<file path="src/design/jsesc_pkg.sv">
// ============================================================================
// jsesc_pkg
// Shared types, character codes and small lookup functions for the JSON
// string escaper with UTF-8 checking.
// ============================================================================
package jsesc_pkg;

   // Character codes
   localparam logic [7:0] CHAR_QUOTE  = 8'h22;
   localparam logic [7:0] CHAR_BSLASH = 8'h5c;
   localparam logic [7:0] CHAR_U      = 8'h75;
   localparam logic [7:0] CHAR_ZERO   = 8'h30;
   localparam logic [7:0] CHAR_F      = 8'h66;
   localparam logic [7:0] CHAR_D      = 8'h64;

   // Last position of a six-byte escape (\ufffd or \u00XX)
   localparam logic [2:0] ESC6_LAST = 3'd5;

   // What follows the run of replacement escapes in one job
   typedef enum logic [1:0] {
      TAIL_NONE = 2'd0,   // nothing
      TAIL_COPY = 2'd1,   // raw bytes copied through
      TAIL_ESC  = 2'd2,   // backslash then the byte
      TAIL_CTL  = 2'd3    // \u00XX
   } tail_kind_type;

   // Output work for one accepted input beat
   typedef struct packed {
      logic [2:0]       rep_cnt;     // number of \ufffd escapes, 0..4
      tail_kind_type    kind;
      logic [2:0]       copy_len;    // raw bytes for TAIL_COPY, 1..4
      logic [3:0][7:0]  copy_bytes;  // entry 0 is also the byte for ESC/CTL
      logic             last;        // item closes the buffer
      logic             has_out;     // job produces at least one beat
   } job_type;

   // Byte of the replacement escape at a given position
   function automatic logic [7:0] repl_char(input logic [2:0] pos);
      logic [7:0] ch;
      case (pos)
         3'd0:    ch = CHAR_BSLASH;
         3'd1:    ch = CHAR_U;
         3'd2:    ch = CHAR_F;
         3'd3:    ch = CHAR_F;
         3'd4:    ch = CHAR_F;
         default: ch = CHAR_D;
      endcase
      return ch;
   endfunction

   // Lowercase hex digit
   function automatic logic [7:0] hex_char(input logic [3:0] nib);
      logic [7:0] ch;
      if (nib < 4'd10) ch = CHAR_ZERO + {4'h0, nib};
      else             ch = 8'h57 + {4'h0, nib};
      return ch;
   endfunction

endpackage

</file>
<file path="src/design/jsesc_decode.sv">
// ============================================================================
// jsesc_decode
// Holds the pending UTF-8 sequence and turns each accepted byte into an
// output job: a run of replacement escapes followed by an optional tail.
// ============================================================================
module jsesc_decode (
   input  logic              clock,
   input  logic              reset,
   input  logic              accept,
   input  logic [7:0]        data_byte,
   input  logic              last_in_buffer,
   output jsesc_pkg::job_type job
);
   import jsesc_pkg::*;

   localparam logic [20:0] CP_MIN2    = 21'h000080;
   localparam logic [20:0] CP_MIN3    = 21'h000800;
   localparam logic [20:0] CP_MIN4    = 21'h010000;
   localparam logic [20:0] CP_SURR_LO = 21'h00d800;
   localparam logic [20:0] CP_SURR_HI = 21'h00dfff;
   localparam logic [20:0] CP_MAX     = 21'h10ffff;

   // Pending sequence state
   logic [7:0]  held_ff [3];
   logic [7:0]  held_in [3];
   logic [1:0]  held_cnt_ff, held_cnt_in;
   logic [2:0]  seq_len_ff, seq_len_in;
   logic [20:0] cp_ff, cp_in;

   // Fresh-byte classification
   logic          f_repl, f_hold;
   tail_kind_type f_kind;
   logic [2:0]    f_len;
   logic [20:0]   f_acc;

   logic        is_cont, complete, bad;
   logic [2:0]  cnt_inc;
   logic [20:0] acc_ext;
   logic [1:0]  base;

   // Classify the byte as if nothing were held
   always_comb begin
      f_repl = 1'b0;
      f_hold = 1'b0;
      f_kind = TAIL_NONE;
      f_len  = 3'd0;
      f_acc  = '0;
      if (data_byte inside {CHAR_QUOTE, CHAR_BSLASH}) begin
         f_kind = TAIL_ESC;
      end else if (data_byte inside {[8'h00:8'h1f]}) begin
         f_kind = TAIL_CTL;
      end else if (!data_byte[7]) begin
         f_kind = TAIL_COPY;
      end else if (data_byte[7:5] == 3'b110) begin
         f_len = 3'd2;
         f_acc = {16'd0, data_byte[4:0]};
      end else if (data_byte[7:4] == 4'b1110) begin
         f_len = 3'd3;
         f_acc = {17'd0, data_byte[3:0]};
      end else if (data_byte[7:3] == 5'b11110) begin
         f_len = 3'd4;
         f_acc = {18'd0, data_byte[2:0]};
      end else begin
         f_repl = 1'b1;
      end
      // a lead byte on the buffer's last beat can never complete
      if (f_len != 3'd0) begin
         if (last_in_buffer) f_repl = 1'b1;
         else                f_hold = 1'b1;
      end
   end

   // Continuation handling and code point checks
   assign is_cont  = (data_byte[7:6] == 2'b10);
   assign acc_ext  = {cp_ff[14:0], data_byte[5:0]};
   assign cnt_inc  = {1'b0, held_cnt_ff} + 3'd1;
   assign complete = (cnt_inc >= seq_len_ff);
   assign bad      = ((seq_len_ff == 3'd2) && (acc_ext < CP_MIN2)) ||
                     ((seq_len_ff == 3'd3) && (acc_ext < CP_MIN3)) ||
                     ((seq_len_ff == 3'd4) && (acc_ext < CP_MIN4)) ||
                     ((acc_ext >= CP_SURR_LO) && (acc_ext <= CP_SURR_HI)) ||
                     (acc_ext > CP_MAX);

   // Job build and next state
   always_comb begin
      held_in     = held_ff;
      held_cnt_in = held_cnt_ff;
      seq_len_in  = seq_len_ff;
      cp_in       = cp_ff;
      job.rep_cnt  = 3'd0;
      job.kind     = TAIL_NONE;
      job.copy_len = 3'd0;
      job.last     = last_in_buffer;
      base         = 2'd0;

      if (held_cnt_ff == 2'd0 || !is_cont) begin
         // held lead and continuation bytes (if any) each become \ufffd
         job.rep_cnt  = {1'b0, held_cnt_ff} + {2'b00, f_repl};
         job.kind     = f_kind;
         job.copy_len = (f_kind == TAIL_COPY) ? 3'd1 : 3'd0;
         held_cnt_in  = 2'd0;
         seq_len_in   = 3'd0;
         cp_in        = '0;
         if (f_hold) begin
            held_in[0]  = data_byte;
            held_cnt_in = 2'd1;
            seq_len_in  = f_len;
            cp_in       = f_acc;
         end
      end else if (complete) begin
         held_cnt_in = 2'd0;
         seq_len_in  = 3'd0;
         cp_in       = '0;
         if (bad) begin
            job.rep_cnt = cnt_inc;
         end else begin
            job.kind     = TAIL_COPY;
            job.copy_len = cnt_inc;
            base         = held_cnt_ff;
         end
      end else if (last_in_buffer) begin
         job.rep_cnt = cnt_inc;
         held_cnt_in = 2'd0;
         seq_len_in  = 3'd0;
         cp_in       = '0;
      end else begin
         if (held_cnt_ff == 2'd1) held_in[1] = data_byte;
         if (held_cnt_ff == 2'd2) held_in[2] = data_byte;
         held_cnt_in = cnt_inc[1:0];
         cp_in       = acc_ext;
      end

      // held bytes first, then the current byte
      job.copy_bytes[0] = (base > 2'd0) ? held_ff[0] : data_byte;
      job.copy_bytes[1] = (base > 2'd1) ? held_ff[1] : data_byte;
      job.copy_bytes[2] = (base > 2'd2) ? held_ff[2] : data_byte;
      job.copy_bytes[3] = data_byte;
      job.has_out = (job.rep_cnt != 3'd0) || (job.kind != TAIL_NONE);
   end

   // Sequence registers
   always_ff @(posedge clock) begin
      if (reset) begin
         held_cnt_ff <= 2'd0;
         seq_len_ff  <= 3'd0;
         cp_ff       <= '0;
      end else if (accept) begin
         held_cnt_ff <= held_cnt_in;
         seq_len_ff  <= seq_len_in;
         cp_ff       <= cp_in;
      end
   end

   // Held bytes: payload only
   always_ff @(posedge clock) begin
      if (accept) begin
         held_ff <= held_in;
      end
   end

endmodule

</file>
<file path="src/design/jsesc_emit.sv">
// ============================================================================
// jsesc_emit
// Job register and byte sequencer: walks one job a beat per cycle into the
// result register while it is not stalled.
// ============================================================================
module jsesc_emit (
   input  logic               clock,
   input  logic               reset,
   input  logic               load,
   input  jsesc_pkg::job_type job,
   output logic               req_stall,
   output logic               busy,
   input  logic               rsp_stall,
   output logic               rsp_valid,
   output logic [7:0]         rsp_out_byte,
   output logic               rsp_end_of_item,
   output logic               rsp_end_of_buffer
);
   import jsesc_pkg::*;

   job_type     job_ff;
   logic        job_valid_ff;
   logic [2:0]  pos_ff;
   logic        rsp_valid_ff;
   logic [7:0]  out_byte_ff;
   logic        eoi_ff, eob_ff;

   logic [7:0]  cur_byte;
   logic        unit_end, job_end, adv;

   // Current byte of the job
   always_comb begin
      cur_byte = job_ff.copy_bytes[0];
      unit_end = 1'b1;
      job_end  = 1'b1;
      if (job_ff.rep_cnt != 3'd0) begin
         cur_byte = repl_char(pos_ff);
         unit_end = (pos_ff == ESC6_LAST);
         job_end  = unit_end && (job_ff.rep_cnt == 3'd1) && (job_ff.kind == TAIL_NONE);
      end else begin
         case (job_ff.kind)
            TAIL_COPY: begin
               cur_byte = job_ff.copy_bytes[pos_ff[1:0]];
               unit_end = (pos_ff == (job_ff.copy_len - 3'd1));
            end
            TAIL_ESC: begin
               cur_byte = (pos_ff == 3'd0) ? CHAR_BSLASH : job_ff.copy_bytes[0];
               unit_end = (pos_ff == 3'd1);
            end
            TAIL_CTL: begin
               case (pos_ff)
                  3'd0:    cur_byte = CHAR_BSLASH;
                  3'd1:    cur_byte = CHAR_U;
                  3'd2:    cur_byte = CHAR_ZERO;
                  3'd3:    cur_byte = CHAR_ZERO;
                  3'd4:    cur_byte = hex_char(job_ff.copy_bytes[0][7:4]);
                  default: cur_byte = hex_char(job_ff.copy_bytes[0][3:0]);
               endcase
               unit_end = (pos_ff == ESC6_LAST);
            end
            default: begin
               cur_byte = job_ff.copy_bytes[0];
               unit_end = 1'b1;
            end
         endcase
         job_end = unit_end;
      end
   end

   // Handshake: a beat moves when the result register is free
   assign adv       = job_valid_ff && (!rsp_valid_ff || !rsp_stall);
   assign req_stall = job_valid_ff && !(adv && job_end);
   assign busy      = job_valid_ff;

   // Job control
   always_ff @(posedge clock) begin
      if (reset) begin
         job_valid_ff <= 1'b0;
         pos_ff       <= 3'd0;
      end else if (load) begin
         job_valid_ff <= job.has_out;
         pos_ff       <= 3'd0;
      end else if (adv) begin
         if (job_end)       job_valid_ff <= 1'b0;
         if (unit_end)      pos_ff       <= 3'd0;
         else               pos_ff       <= pos_ff + 3'd1;
      end
   end

   // Job payload; the replacement count steps down in place
   always_ff @(posedge clock) begin
      if (load) begin
         job_ff <= job;
      end else if (adv && unit_end && (job_ff.rep_cnt != 3'd0)) begin
         job_ff.rep_cnt <= job_ff.rep_cnt - 3'd1;
      end
   end

   // Result register
   always_ff @(posedge clock) begin
      if (reset) begin
         rsp_valid_ff <= 1'b0;
      end else if (adv) begin
         rsp_valid_ff <= 1'b1;
      end else if (!rsp_stall) begin
         rsp_valid_ff <= 1'b0;
      end
   end

   always_ff @(posedge clock) begin
      if (adv) begin
         out_byte_ff <= cur_byte;
         eoi_ff      <= job_end;
         eob_ff      <= job_end && job_ff.last;
      end
   end

   assign rsp_valid         = rsp_valid_ff;
   assign rsp_out_byte      = out_byte_ff;
   assign rsp_end_of_item   = eoi_ff;
   assign rsp_end_of_buffer = eob_ff;

endmodule

</file>
<file path="src/design/json_string_escape_utf8_check_top.sv">
// The first result beat of an accepted input beat passes through the job
// register, then the result register. Throughput: one result beat per
// cycle while rsp_stall is low; an item makes 0 to 24 beats, and the next
// item is taken in the cycle its predecessor's last beat moves. Plain ASCII
// therefore streams at one item per cycle while rsp_stall is low. Reset
// (synchronous) drops any held UTF-8 sequence and empties the job and result registers.
// ============================================================================
// json_string_escape_utf8_check_top
// JSON string escaper with UTF-8 validation: decoder with sequence state,
// then a byte sequencer feeding the result register.
// ============================================================================
module json_string_escape_utf8_check_top (
   input  logic       clock,
   input  logic       reset,
   input  logic       req_valid,
   output logic       req_stall,
   input  logic [7:0] req_data_byte,
   input  logic       req_last_in_buffer,
   output logic       rsp_valid,
   input  logic       rsp_stall,
   output logic [7:0] rsp_out_byte,
   output logic       rsp_end_of_item,
   output logic       rsp_end_of_buffer
);
   import jsesc_pkg::*;

   job_type job;
   logic    accept;
   logic    busy;

   assign accept = req_valid && !req_stall;

   // Sequence state and job build
   jsesc_decode u_decode (
      .clock          (clock),
      .reset          (reset),
      .accept         (accept),
      .data_byte      (req_data_byte),
      .last_in_buffer (req_last_in_buffer),
      .job            (job)
   );

   // Byte sequencer and result register
   jsesc_emit u_emit (
      .clock             (clock),
      .reset             (reset),
      .load              (accept),
      .job               (job),
      .req_stall         (req_stall),
      .busy              (busy),
      .rsp_stall         (rsp_stall),
      .rsp_valid         (rsp_valid),
      .rsp_out_byte      (rsp_out_byte),
      .rsp_end_of_item   (rsp_end_of_item),
      .rsp_end_of_buffer (rsp_end_of_buffer)
   );

`ifndef SYNTHESIS
   // end of buffer only on the closing beat of an item
   a_eob_on_eoi: assert property (@(posedge clock) disable iff (reset)
      rsp_valid && rsp_end_of_buffer |-> rsp_end_of_item)
      else $error("end of buffer without end of item");

   // a beat marked last always produces output
   a_last_has_output: assert property (@(posedge clock) disable iff (reset)
      accept && req_last_in_buffer |=> busy)
      else $error("last beat produced no job");

   // nothing is offered straight after reset
   a_reset_empty: assert property (@(posedge clock)
      reset |=> !rsp_valid && !busy)
      else $error("output not empty after reset");
`endif

endmodule
</file>
<file path="config.mk">
export PLATFORM = sky130hd
export DESIGN_NAME = json_string_escape_utf8_check_top
export DESIGN_NICKNAME = d
export VERILOG_FILES = /design/src/design/jsesc_pkg.sv /design/src/design/jsesc_decode.sv /design/src/design/jsesc_emit.sv /design/src/design/json_string_escape_utf8_check_top.sv
export SDC_FILE = /design/constraint.sdc
export NUM_CORES = 1
export LEC_CHECK = 0
export BUFFER_PORTS_ARGS = -buffer_cell sky130_fd_sc_hd__buf_2
export CAP_MARGIN = 15
export CORE_UTILIZATION = 38
export CTS_BUF_LIST = sky130_fd_sc_hd__clkbuf_16
export DETAILED_ROUTE_END_ITERATION = 12
export HOLD_SLACK_MARGIN = 0.12
export PLACE_DENSITY = 0.62
export SLEW_MARGIN = 0
export SYNTH_ARGS = -nofsm -noshare
export SYNTH_HDL_FRONTEND = slang
export SYNTH_SLANG_ARGS = --single-unit
</file>
<file path="constraint.sdc">
create_clock -name clock -period 6.3 [get_ports clock]
set_clock_uncertainty 0.2 [all_clocks]
set_input_delay 0.315 -clock clock [delete_from_list [all_inputs] [get_ports clock]]
set_output_delay 0.315 -clock clock [all_outputs]
set_load 0.02 [all_outputs]
</file>
## Word level (Yosys, flattened, before mapping)

Cells that the tools add are included.

- Add/subtract/negate cells: 9
- Order comparisons: 15
- Equal/unequal tests: 23
- Muxes and demuxes: 70
- Bitwise operators: 3
- Reduce and logical (&&, ||, !) cells: 46

Operators by type and width:

| operator | count |
|---|---|
| $mux W15 | 8 |
| $mux W8 | 9 |
| $mux W3 | 17 |
| $pmux W8 S4 | 1 |
| $pmux W8 S3 | 1 |
| $ge A21 B16 Y1 const B | 1 |
| $gt A21 B21 Y1 const B | 1 |
| $le A21 B16 Y1 const B | 1 |
| $lt A21 B12 Y1 const B | 1 |
| $lt A21 B17 Y1 const B | 1 |
| $lt A21 B8 Y1 const B | 1 |
| $mux W1 | 20 |
| $pmux W6 S3 | 1 |
| $add A7 B4 Y8 const A | 2 |
| $bmux W8 S2 | 1 |
| $mux W2 | 8 |
| $add A6 B4 Y7 const A | 2 |
| $logic_and A1 B1 Y1 | 14 |
| $eq A3 B2 Y1 const B | 4 |
| $eq A3 B3 Y1 const B | 4 |
| $mux W4 | 3 |
| $reduce_bool A3 Y1 | 4 |
| $reduce_and A5 Y1 | 2 |
| $reduce_bool A2 Y1 | 5 |
| 30 further kinds | 54 |

- Bits in registers: 100
- Output and inout port bits: 12

## Longest topological paths before layout

Gate-level depths: netlist of the first run.

- Depth in word-level cells: 14
- Gate-level depth with buffers: 11
- Gate-level depth less buffers: 9

## By module

A second synthesis of the first run with hierarchy kept.

- Cell total of the unflattened synthesis: 444
- Area, all modules: 5198.7 µm²

Modules (own cells, without submodules):

| module | times used | cells an instance | area each (µm²) |
|---|---|---|---|
| jsesc_emit | 1 | 219 | 2785.2 |
| jsesc_decode | 1 | 224 | 2399.8 |
| json_string_escape_utf8_check_top | 1 | 1 | 13.8 |

## Worst setup path before layout of the first run

OpenSTA, ideal clock, no wires.

- Path type: reg2reg
- From: reg u_emit.pos_ff[1]
- To: reg u_emit.job_ff[40] in the netlist's numbering, data pin
- Arrival: 2.622 ns
- Data required time: 5.814 ns
- Setup slack: 3.192 ns
- Cell stages (with the launch flop): 12
- Period minus slack after synthesis: 3.108 ns
- Cells stage by stage: dfxtp_1 clkbuf_1 inv_1 ha_1 nand2b_1 a21o_1 a311oi_2 a21bo_2 nand2_1 inv_1 buf_2 o21ai_0

- Word-level cells in the longest chain between the ends: 10
- Elaborated cells on any way between the ends: 13

Ends and longest elaborated chain:

| element | line | RTL |
|---|---|---|
| start, declared | jsesc_emit.sv:23 | `logic [2:0] pos_ff;` |
| start signal, assigned | jsesc_emit.sv:86 | `else pos_ff <= pos_ff + 3'd1;` |
| parallel branches: the longest is 3 deep, another holds $eq A3 B3 Y1 | - |  |
| $mux W1 (*) | jsesc_emit.sv:36 | `if (job_ff.rep_cnt != 3'd0) begin` |
| net u_emit.job_end | jsesc_emit.sv:29 | `logic unit_end, job_end, adv;` |
| $logic_and A1 B1 Y1 (*) | jsesc_emit.sv:72 | `assign req_stall = job_valid_ff && !(adv && job_end);` |
| $logic_not A1 Y1 (*) | jsesc_emit.sv:72 |  |
| $logic_and A1 B1 Y1 (*) | jsesc_emit.sv:72 |  |
| $logic_not A1 Y1 (*) | json_string_escape_utf8_check_top.sv:31 | `assign accept = req_valid && !req_stall;` |
| $logic_and A1 B1 Y1 (*) | json_string_escape_utf8_check_top.sv:31 |  |
| net accept | json_string_escape_utf8_check_top.sv:28 | `logic accept;` |
| $mux W3 (*) | jsesc_emit.sv:92 | `if (load) begin` |
| end signal, assigned | jsesc_emit.sv:93 | `job_ff <= job;` |
| end, declared | jsesc_emit.sv:21 | `job_type job_ff;` |

Mark *: on every way through the listed nets, which the timed path passes.
A chain may end at the register's enable or synchronous reset.

## Final worst setup path of the first run

- From: reg u_emit.pos_ff[0]
- To: reg u_emit.job_ff[39] in the netlist's numbering, data pin

- Word-level cells in the longest chain between the ends: 10
- Elaborated cells on any way between the ends: 13

Ends and longest elaborated chain:

| element | line |
|---|---|
| parallel branches: the longest is 3 deep, another holds $eq A3 B3 Y1 | - |
| $mux W1 (*) | jsesc_emit.sv:36 |
| net u_emit.job_end | jsesc_emit.sv:29 |
| $logic_and A1 B1 Y1 (*) | jsesc_emit.sv:72 |
| $logic_not A1 Y1 (*) | jsesc_emit.sv:72 |
| $logic_and A1 B1 Y1 (*) | jsesc_emit.sv:72 |
| $logic_not A1 Y1 (*) | json_string_escape_utf8_check_top.sv:31 |
| $logic_and A1 B1 Y1 (*) | json_string_escape_utf8_check_top.sv:31 |
| $mux W3 (*) | jsesc_emit.sv:92 |

Marked as above.

==> results of run 1 <==
sequential cells by signal, summed over array words and instances, names as in the netlist:
register	cells
u_decode.held_cnt_ff	2
u_emit.busy	1
u_emit.rsp_out_byte	8
u_emit.rsp_valid	1
u_emit.rsp_end_of_item	1
u_decode.seq_len_ff	3
u_emit.pos_ff	3
u_emit.job_ff	41
u_emit.rsp_end_of_buffer	1
u_decode.cp_ff	15
u_decode.held_ff	24
cells in the mapped netlist (all sizes together), types with 2 or more instances:
master | count | area share, %
a21boi | 3 | 0.66
a21o | 6 | 0.87
a21oi | 23 | 2.2
a221oi | 2 | 0.34
a22oi | 3 | 0.44
a2bb2oi | 5 | 0.85
a311oi | 2 | 0.46
a31o | 2 | 0.34
a41o | 3 | 0.58
and2 | 4 | 0.49
and3 | 5 | 0.61
buf | 5 | 0.51
clkbuf | 19 | 1.4
dfxtp | 25 | 9.7
edfxtp | 75 | 44
ha | 20 | 4.9
inv | 28 | 2.0
mux2 | 22 | 4.8
mux2i | 7 | 1.4
mux4 | 8 | 3.5
nand2 | 33 | 2.4
nand2b | 6 | 0.73
nand3 | 6 | 0.68
nand4 | 6 | 0.73
nand4b | 2 | 0.34
nor2 | 22 | 1.6
nor2b | 6 | 0.73
nor3 | 7 | 0.90
nor4 | 2 | 0.24
nor4bb | 2 | 0.39
o2111ai | 3 | 0.51
o211ai | 6 | 0.87
o21ai | 30 | 2.9
o22ai | 2 | 0.24
o31ai | 9 | 1.3
o41ai | 3 | 0.51
or4 | 4 | 0.66
xnor2 | 2 | 0.34
xor2 | 3 | 0.51
cell families after synthesis:
| kind of cell | Yosys count | synth area share [%] |
|---|---|---|
| simple gates | 109 | 11.1 |
| xor+xnor | 6 | 1.29 |
| buf+inv | 52 | 3.96 |
| flops | 100 | 53.4 |
| compound gates | 115 | 15.8 |
| fa+ha+maj | 20 | 4.85 |
| mux | 37 | 9.66 |
power by group:
part / total, W / switching [W] / internal (W) / leakage [nW]
sequential: 0.000775 / 0.0000279 / 0.000747 / 0.902
clock: 0.000534 / 0.000256 / 0.000278 / 0.147
combinational: 0.000182 / 0.000113 / 0.0000688 / 1.02
total: 0.00149 / 0.000397 / 0.00109 / 2.07
metrics by stage:
step | power (W) | utilization (%)
after floorplan | 0.000911 | -
after detailed placement | 0.000970 | 40.8
after global placement | 0.000967 | 40.8
final | 0.00149 | 43.1
after global routing | 0.00156 | 43.1
after CTS | 0.00150 | 43.1
cell type report:
| cell class | count | area share [%] |
|---|---|---|
| clock inverters | 7 | 1.12 |
| flip-flops and latches | 100 | 48.2 |
| well taps | 176 | 3.85 |
| inverters | 28 | 1.84 |
| clock buffers | 9 | 3.94 |
| multi-input cells | 287 | 38.5 |
| repair buffers | 27 | 2.58 |
how the worst max path moves through the flow:
| stage | end | slack, ps |
|---|---|---|
| global route | u_emit.job_ff[40]$_DFFE_PP_ | 1980 |
| detailed placement | u_emit.job_ff[40]$_DFFE_PP_ | 2370 |
| finish | u_emit.job_ff[39]$_DFFE_PP_ | 2390 |
| global placement | u_emit.job_ff[40]$_DFFE_PP_ | 2460 |
| CTS | u_emit.job_ff[39]$_DFFE_PP_ | 2340 |
| floorplan | u_emit.job_ff[40]$_DFFE_PP_ | 3190 |
metal layers:
metal  global-route usage [%]  part of all wire, %  up-vias
met4                     5.38                  1.1        0
met1                     25.3                   47     1722
met3                     2.90                  5.2       11
li1                         -                    -     1694
met5                        0                    0        -
met2                     27.6                   47      117
critical path, cell delays in order, from the launching register on:
cell	delay [ps]
dfxtp_1	740
ha_1	350
nand2b_1	170
a21o_1	240
a311oi_2	340
a21bo_2	360
nand2_1	320
clkinv_1	290
buf_4	490
mux2i_1	140
==> results.yml, run 1 <==
status:
  status: "finished, final reports clean"
hold_path:
  hold_depth: 1
  worstHoldEndpoint: "u_decode.held_ff[8]$_DFFE_PP_"
  hp-class: "primary input to flip-flop"
  min_from: "req_data_byte[0]"
routing:
  wl_um: 11700
  wl_per_cell_um: 18.5
  drt_iter0_markers: 305
  final_antenna_net_count: 0
  dr.pass1.iters: 5
  num_vias: 3544
  drt-vias-per-instance: 5.59
  route.detailed.drc: 0
yosys:
  syn_inst: 439
  synth-seq-area-share_pct: 53.4
  ys_types: 66
  netlist_area_um2: 5150
  synth_edf_count: 75
  syn-num-nets: 472
  avgSynthCellArea_um2: 11.7
  synthArstFlopShare_pct: 0
  yosysWarnings: 0
  synth_seq_cells: 100
  ys.flop_type: "edfxtp_1"
sta:
  holdWs_ps: 147
  worst_slack_ps: 2390
  setup_violations: 0
  fmaxAchievable_mhz: 256
  finalSetupTns_ps: 0
  final.period_utilization_pct: 62.1
  period_minus_slack_ps: 3910
  maxSlewHeadroom_pct: 32.3
  tightest_slew_ps: 1010
  hold_violations: 0
  slew_viol_final: 0
  rsz0062_at_grt: "false"
final_layout:
  final_cell_mix: "edfxtp_1 (75), nand2_1 (33), o21ai_0 (30)"
  mostFrequentLayoutCell: "edfxtp_1"
  stdcell_area_um2: 5710
  regArea_um2: 2750
  multi_input_area_um2: 2200
  nets: 486
  layout-drive-gt1-share_pct: 17.9
  diodes: 0
  num-fill-cells: 1253
  area_growth_pct: 10.8
  final_cells: 634
setup_path:
  crit_arrival_ps: 3790
  worstSetupStartpointType: "flip-flop"
  r2r_setup_slack_ps: 2390
  r2r_start: "u_emit.pos_ff[0]$_SDFFE_PP0P_"
  cp-startpoint: "u_emit.pos_ff[0]$_SDFFE_PP0P_"
  required_ps: 6180
  crit_type: "flip-flop to flip-flop"
  reg2reg_depth: 9
  endpoint_kind: "flip-flop"
  reg2reg_to: "u_emit.job_ff[39]$_DFFE_PP_"
  cp_max_fo: 43
clock_network:
  path_clk_slew_ps: 70
  ctsHoldBuffers: 2
  cts_max_level: 3
  clk_path_buf_depth: 2
  cts-buffers-inserted: 9
  tritoncts: "done"
  clock_sinks: 100
  cts-root-buf: "clkbuf_16"
  clock_latency_ps: 340
  cts_resized: 0
  postCtsSetupRepairBufs: 0
place:
  place_area_um2: 5400
  hpwl_um: 8250
  dp_worst_setup_slack_ps: 2370
  port_buffers: 24
  dp.cells: 616
  gp_congestion: 0.910
grt:
  grt_pass1_wl_um: 19100
  grtUsageTotal_pct: 17.7
  antenna_found_initial: 0
  grt_pass1_vias: 3437
  grt_max_degree: 44
  grt_remaining_overflow: 0
power:
  power_density_nw_per_um2: 261
  peakVddDrop_uv: 165
  p_leak_nw: 2.07
die:
  num_rows: 42
  core_um2: 13200
  die_w_um: 118
  io_pins: 25
  initial_core_util_pct: 38.9
  dieArea_um2: 14000
  die_y_um: 118
flow_run:
  cap_viol_max_count: 0
No activity file was read; power rests on OpenSTA's default activity.
==> run 2, diff against run 1 <==
- ABC_AREA: default -> 1
- clock period: 6.3 -> 4.1 ns (I/O delays scaled with it)
==> run 2 against run 1 <==
Compared with the run above:
- synthesized area fell by 2.0%
- synthesized cell count is 30% higher
- fmax is 10% higher
- highest routed layer unchanged
- first-iteration DRC count increased by 11%
- design area increased by 0.53%
- global-route usage up 0.68 points
- critical endpoint is now u_decode.held_ff[9]$_DFFE_PP_
- clock power increased by 58%
- critical path type unchanged
==> results.yml, run 2 <==
status:
  status: "finished, final reports clean"
die:
  initial_core_util_pct: 39.6
  die_w_um: 117
  dieArea_um2: 13800
  io_pins: 25
  core_um2: 12800
  die_y_um: 117
  num_rows: 41
yosys:
  synth_compound_area_share_pct: 12.6
  netlist_area_um2: 5050
  syn-num-nets: 604
  avgSynthCellArea_um2: 8.85
  ys.flop_type: "edfxtp_1"
  synthXorXnorAreaFrac_pct: 1.04
  yosysWarnings: 0
  synthArstFlopShare_pct: 0
  yosysTopAreaCell: "edfxtp_1"
  yosysMostFrequentCell: "nand2_1"
  synth_seq_cells: 100
  ys_types: 38
  synthMuxAreaShare_pct: 0
  synth_common_cells: "nand2_1 (133), edfxtp_1 (75), inv_1 (64), nor2_1 (64), o21ai_0 (62)"
  yosys.area_share.adder_pct: 4.95
  synth-seq-area-share_pct: 54.5
  synthSimpleGateAreaFrac_pct: 20.4
  synth_edf_count: 75
  synth_top_area_share_pct: 44.6
  synthTopCellsByArea: "edfxtp_1 (45%), dfxtp_1 (9.9%), nand2_1 (9.9%), o21ai_0 (6.1%), ha_1 (5.0%)"
  synth_top_family_by_area: "simple AND/OR/NAND/NOR gates"
  syn_inst: 571
setup_path:
  r2r_start: "u_decode.held_cnt_ff[0]$_SDFFE_PP0P_"
  crit_arrival_ps: 3340
  cp-endpoint: "u_decode.held_ff[9]$_DFFE_PP_"
  worstSetupStartpointType: "flip-flop"
  reg2reg_to: "u_decode.held_ff[9]$_DFFE_PP_"
  reg2reg_depth: 10
  required_ps: 3890
  crit_type: "flip-flop to flip-flop"
  cp-startpoint: "u_decode.held_cnt_ff[0]$_SDFFE_PP0P_"
  r2r_setup_slack_ps: 550
  endpoint_kind: "flip-flop"
  cp_max_fo: 12
clock_network:
  path_clk_slew_ps: 70
  tritoncts: "done"
  cts-root-buf: "clkbuf_16"
  clock_sinks: 100
  cts_max_level: 3
  clock_latency_ps: 360
  cts-buffers-inserted: 9
  cts_resized: 0
  clk_path_buf_depth: 2
power:
  combPwrFrac_pct: 11.5
  p_sw_share_pct: 25.5
  power_density_nw_per_um2: 396
  pwr-share-seq_pct: 51.5
  peakVddDrop_uv: 283
  p_clk_share_pct: 37.1
  p_int_w: 0.00169
  p_sw_w: 0.000580
  p_leak_nw: 2.39
grt:
  antenna_found_initial: 0
  met3_usage_pct: 4.86
  grt_max_degree: 51
  grt_remaining_overflow: 0
  use_met1_pct: 23.9
  grtUsageTotal_pct: 18.4
  grt_pass1_vias: 3897
  gr-usage-met2_pct: 29.1
  grt_pass1_wl_um: 19700
  grt-busiest-layer: "met2"
sta:
  tightest_slew_ps: 966
  holdWs_ps: 256
  setup_violations: 0
  rsz0062_at_grt: "false"
  fmaxAchievable_mhz: 281
  final.period_utilization_pct: 86.6
  finalSetupTns_ps: 0
  slew_viol_final: 0
  hold_violations: 0
  period_minus_slack_ps: 3550
  maxSlewHeadroom_pct: 35.5
final_layout:
  largest_register_ffs: 41
  nets: 640
  reg_top3: "u_emit.job_ff: 41 flops, u_decode.held_ff: 24 flops, u_decode.cp_ff: 15 flops"
  area_growth_pct: 13.7
  layout-drive-gt1-share_pct: 8.01
  diodes: 0
  max_flop_register: "u_emit.job_ff"
  final_cell_mix: "nand2_1 (133), edfxtp_1 (75), inv_1 (64), nor2_1 (64), o21ai_0 (62)"
  mostFrequentLayoutCell: "nand2_1"
place:
  port_buffers: 24
  gp_congestion: 0.948
  hpwl_um: 8610
routing:
  dr.pass1.iters: 5
  final_antenna_net_count: 0
  route.detailed.drc: 0
  drt-vias-per-instance: 5.02
  drt_iter0_markers: 339
  wl_per_cell_um: 15.1
  num_vias: 3937
  wl_um: 11800
hold_path:
  hp-class: "flip-flop to flip-flop"
flow_run:
  cap_viol_max_count: 0
run 2: cell types whose count changed in the layout (fill, tap and decap cells not counted), sizes merged, moves of 10 or more:
cell,before,now
inv,31,68
nor2,22,66
o21ai,30,65
nand2,33,136
mux2,22,0
dlygate4sd3,2,13
nand3,6,25
a21oi,23,33
run 2: worst max-delay path: stages (launching register included):
cell and delay [ps]:
dfxtp_1 590, inv_1 170, ha_1 370, ha_1 330
nand3_1 100, nand3_1 200, nor3_1 190, inv_1 150
nor2_4 290, inv_1 100, nor2_1 490
run 2: final cells by class:
cell class	count	area (µm²)
clock buffer	9	225
clock inverter	7	65.1
fill	1237	7030
inverter	68	255
multi-input combinational	390	1970
sequential	100	2750
tap	172	215
timing repair buffer	38	258
run 2: kinds of logic (layout without fill, tap and decap cells):
group | Yosys count | count (layout)
AO/OA/AOI/OAI | 116 | 116
XOR/XNOR | 6 | 6
adder cells (fa/ha/maj) | 20 | 20
buffers and inverters | 81 | 122
flip-flops | 100 | 100
AND/OR/NAND/NOR | 248 | 248
run 2: timing repair:
action	CTS	global route
buffers inserted	0	0
hold buffers	13	0
hold endpoints to repair	43	0
run 2: worst min-delay path by stage:
stage / startpoint / end / slack [ps] / cells after the start
after floorplan: reset / u_decode.cp_ff[4]$_SDFFE_PP0P_ / 70 / 1
after global placement: u_decode.cp_ff[11]$_SDFFE_PP0P_ / u_decode.cp_ff[11]$_SDFFE_PP0P_ / 240 / 2
after detailed placement: u_decode.cp_ff[11]$_SDFFE_PP0P_ / u_decode.cp_ff[11]$_SDFFE_PP0P_ / 240 / 2
after CTS: u_decode.cp_ff[11]$_SDFFE_PP0P_ / u_decode.cp_ff[11]$_SDFFE_PP0P_ / 260 / 2
after global routing: u_decode.cp_ff[11]$_SDFFE_PP0P_ / u_decode.cp_ff[11]$_SDFFE_PP0P_ / 280 / 2
final: u_decode.cp_ff[0]$_SDFFE_PP0P_ / u_decode.cp_ff[0]$_SDFFE_PP0P_ / 260 / 2
run 2: metrics by stage:
step	utilization (%)	cells	instance area [µm²]	setup WS (ps)	power (W)
final	45.0	784	5740	547	0.00227
after global routing	45.0	784	5740	314	0.00237
after CTS	45.0	784	5740	567	0.00229
after detailed placement	41.7	755	5320	564	0.00144
after global placement	41.7	755	5320	729	0.00144
after floorplan	-	571	5050	1230	0.00136
run 2: per-layer routing:
layer | vias up | wire (µm) | share of wire (%)
met4 | 0 | 273 | 2.3
li1 | 1997 | - | -
met1 | 1816 | 5630 | 48
met2 | 100 | 5370 | 45
met5 | - | 0 | 0
met3 | 24 | 567 | 4.8
run 2: power groups by stage:
stage	combinational [W]	clock, W	sequential, W
finish	0.000260	0.000843	0.00117
global route	0.000293	0.000903	0.00117
floorplan	0.000167	0	0.00119
CTS	0.000259	0.000860	0.00117
global placement	0.000246	0	0.00119
detailed placement	0.000248	0	0.00119
==> run 3, diff against run 2 <==
- BUFFER_PORTS_ARGS: -buffer_cell sky130_fd_sc_hd__buf_2 -> -buffer_cell sky130_fd_sc_hd__buf_4
- CORE_UTILIZATION: 38 -> 50
- PLACE_DENSITY: 0.62 -> 0.75
==> run 3 against run 2 <==
Compared with the run above:
- via count up 1.3%
- count of clock-buffer cells in the layout unchanged
- power decreased by 2.9%
- utilization is 14 points higher
- sequential share of layout area did not move
==> results.yml, run 3 (synthesis results as in run 2) <==
status:
  status: "finished, final reports clean"
sta:
  fmaxAchievable_mhz: 272
  hold_violations: 0
  period_minus_slack_ps: 3680
  tightest_slew_ps: 993
  setup_violations: 0
  finalSetupTns_ps: 0
  slew_viol_final: 0
  final.period_utilization_pct: 89.7
  maxSlewHeadroom_pct: 33.7
  rsz0062_at_grt: "false"
final_layout:
  area_growth_pct: 13.7
  diodes: 0
  largest_register_ffs: 41
  reg_top3: "u_emit.job_ff: 41 flops, u_decode.held_ff: 24 flops, u_decode.cp_ff: 15 flops"
  final_cells: 746
  final_cell_mix: "nand2_1 (133), edfxtp_1 (75), inv_1 (65)"
  nets: 641
  max_flop_register: "u_emit.job_ff"
  layout-drive-gt1-share_pct: 7.99
  mostFrequentLayoutCell: "nand2_1"
setup_path:
  endpoint_kind: "flip-flop"
  reg2reg_depth: 12
  cp_max_fo: 50
  crit_type: "flip-flop to flip-flop"
  r2r_start: "u_emit.pos_ff[0]$_SDFFE_PP0P_"
  worstSetupStartpointType: "flip-flop"
  crit_arrival_ps: 3760
  cp_top_family: "buffers and inverters"
  path_cells: "ha_1, nand2_1, o21ai_1, nor3_1, nand2_1, nand2_2, o21ai_4, nand2_4, inv_2, nand2_1, a21oi_1, dlygate4sd3_1"
  critPathSlowestCell: "inv_2"
  reg2reg_to: "u_decode.held_cnt_ff[0]$_SDFFE_PP0P_"
  required_ps: 4180
  r2r_setup_slack_ps: 420
  crit_top_cell: "nand2_1"
  critPathMaxStageDelay_ps: 740
  critPathBufInv: 2
place:
  port_buffers: 24
  dp.cells: 716
  hpwl_um: 8620
  gp_congestion: 0.908
hold_path:
  worstHoldEndpoint: "u_decode.cp_ff[12]$_SDFFE_PP0P_"
  hold_depth: 2
  hp-class: "flip-flop to flip-flop"
  min_from: "u_decode.cp_ff[12]$_SDFFE_PP0P_"
die:
  core_um2: 9770
  io_pins: 25
  die_y_um: 103
  die_w_um: 103
  dieArea_um2: 10500
  initial_core_util_pct: 51.7
  num_rows: 36
grt:
  grt_remaining_overflow: 0
  grtUsageTotal_pct: 24.1
  grt_pass1_wl_um: 18900
  antenna_found_initial: 0
  grt_max_degree: 51
  grt_pass1_vias: 3743
routing:
  wl_per_cell_um: 15.8
  dr.pass1.iters: 5
  wl_um: 11800
  drt_iter0_markers: 205
  final_antenna_net_count: 0
  route.detailed.drc: 0
  drt-vias-per-instance: 5.34
  num_vias: 3987
clock_network:
  tritoncts: "done"
  cts-buffers-inserted: 9
  path_clk_slew_ps: 70
  cts_max_level: 3
  clock_sinks: 100
  clock_latency_ps: 340
  postCtsSetupRepairBufs: 0
  clk_path_buf_depth: 2
  cts-root-buf: "clkbuf_16"
  cts_resized: 0
power:
  p_sw_w: 0.000567
  p_int_w: 0.00164
  power_density_nw_per_um2: 384
  peakVddDrop_uv: 160
  combPwrFrac_pct: 12.2
  pwr-share-seq_pct: 53.0
  p_clk_share_pct: 34.8
  p_leak_nw: 2.41
  p_sw_share_pct: 25.7
flow_run:
  cap_viol_max_count: 0
-- run 3: cell types whose count changed in the layout (fill, tap and decap cells not counted), sizes merged --
cell         delta
dlygate4sd3     +1
inv             +1
bufinv          -1
-- run 3: per-stage QoR --
step	utilization, %	cell area (µm²)	setup slack, ps	hold slack (ps)	total power, W
2_1_floorplan	-	5050	1230	74.1	0.00136
3_3_place_gp	54.6	5330	706	216	0.00144
3_5_place_dp	54.6	5330	538	221	0.00145
4_1_cts	58.8	5740	463	257	0.00221
5_1_grt	58.8	5740	92.3	300	0.00229
6_report	58.8	5740	422	260	0.00221
-- run 3: worst max path at each step --
stage	slack, ps	end	start	depth (start not counted)
after floorplan	1230	u_decode.held_ff[0]$_DFFE_PP_	u_decode.held_cnt_ff[0]$_SDFFE_PP0P_	10
after global placement	710	u_emit.job_ff[19]$_DFFE_PP_	u_decode.held_cnt_ff[0]$_SDFFE_PP0P_	12
after detailed placement	540	u_emit.job_ff[20]$_DFFE_PP_	u_decode.held_cnt_ff[0]$_SDFFE_PP0P_	12
after CTS	460	u_decode.held_cnt_ff[0]$_SDFFE_PP0P_	u_emit.pos_ff[0]$_SDFFE_PP0P_	12
after global routing	90	u_emit.job_ff[20]$_DFFE_PP_	u_decode.held_cnt_ff[0]$_SDFFE_PP0P_	12
final	420	u_decode.held_cnt_ff[0]$_SDFFE_PP0P_	u_emit.pos_ff[0]$_SDFFE_PP0P_	12
-- run 3: cell type report --
type,count,area [µm²]
clock buffers,9,225
clock inverters,7,43.8
fillers,836,4030
inverters,68,255
multi-input cells,390,1970
flip-flops and latches,100,2750
well taps,133,166
repair buffers,39,328
-- run 3: what timing repair did --
item,4_1_cts,5_1_grt
setup endpoints to repair,0,0
hold endpoints to repair,46,0
hold buffers,14,0
-- run 3: tightest hold or removal path, cell delays in order, from the launching register on --
cell and delay, ps:
dfxtp_1 310, nand2_1 60, nand2_1 50
-- run 3: layer usage --
layer  share of wire [%]  vias up  global-route usage (%)
met3                 3.3       19                    2.92
met2                  49       95                    40.5
li1                    -     2012                       -
met5                   0        -                       0
met4                 2.0        0                    9.34
met1                  46     1861                    31.9
-- run 3: power groups by stage --
stage	Clock (W)	Combinational [W]	Sequential, W
after global placement	0	0.000253	0.00119
final	0.000768	0.000270	0.00117
after detailed placement	0	0.000257	0.00119
after CTS	0.000778	0.000268	0.00117
after global routing	0.000819	0.000302	0.00117
after floorplan	0	0.000167	0.00119
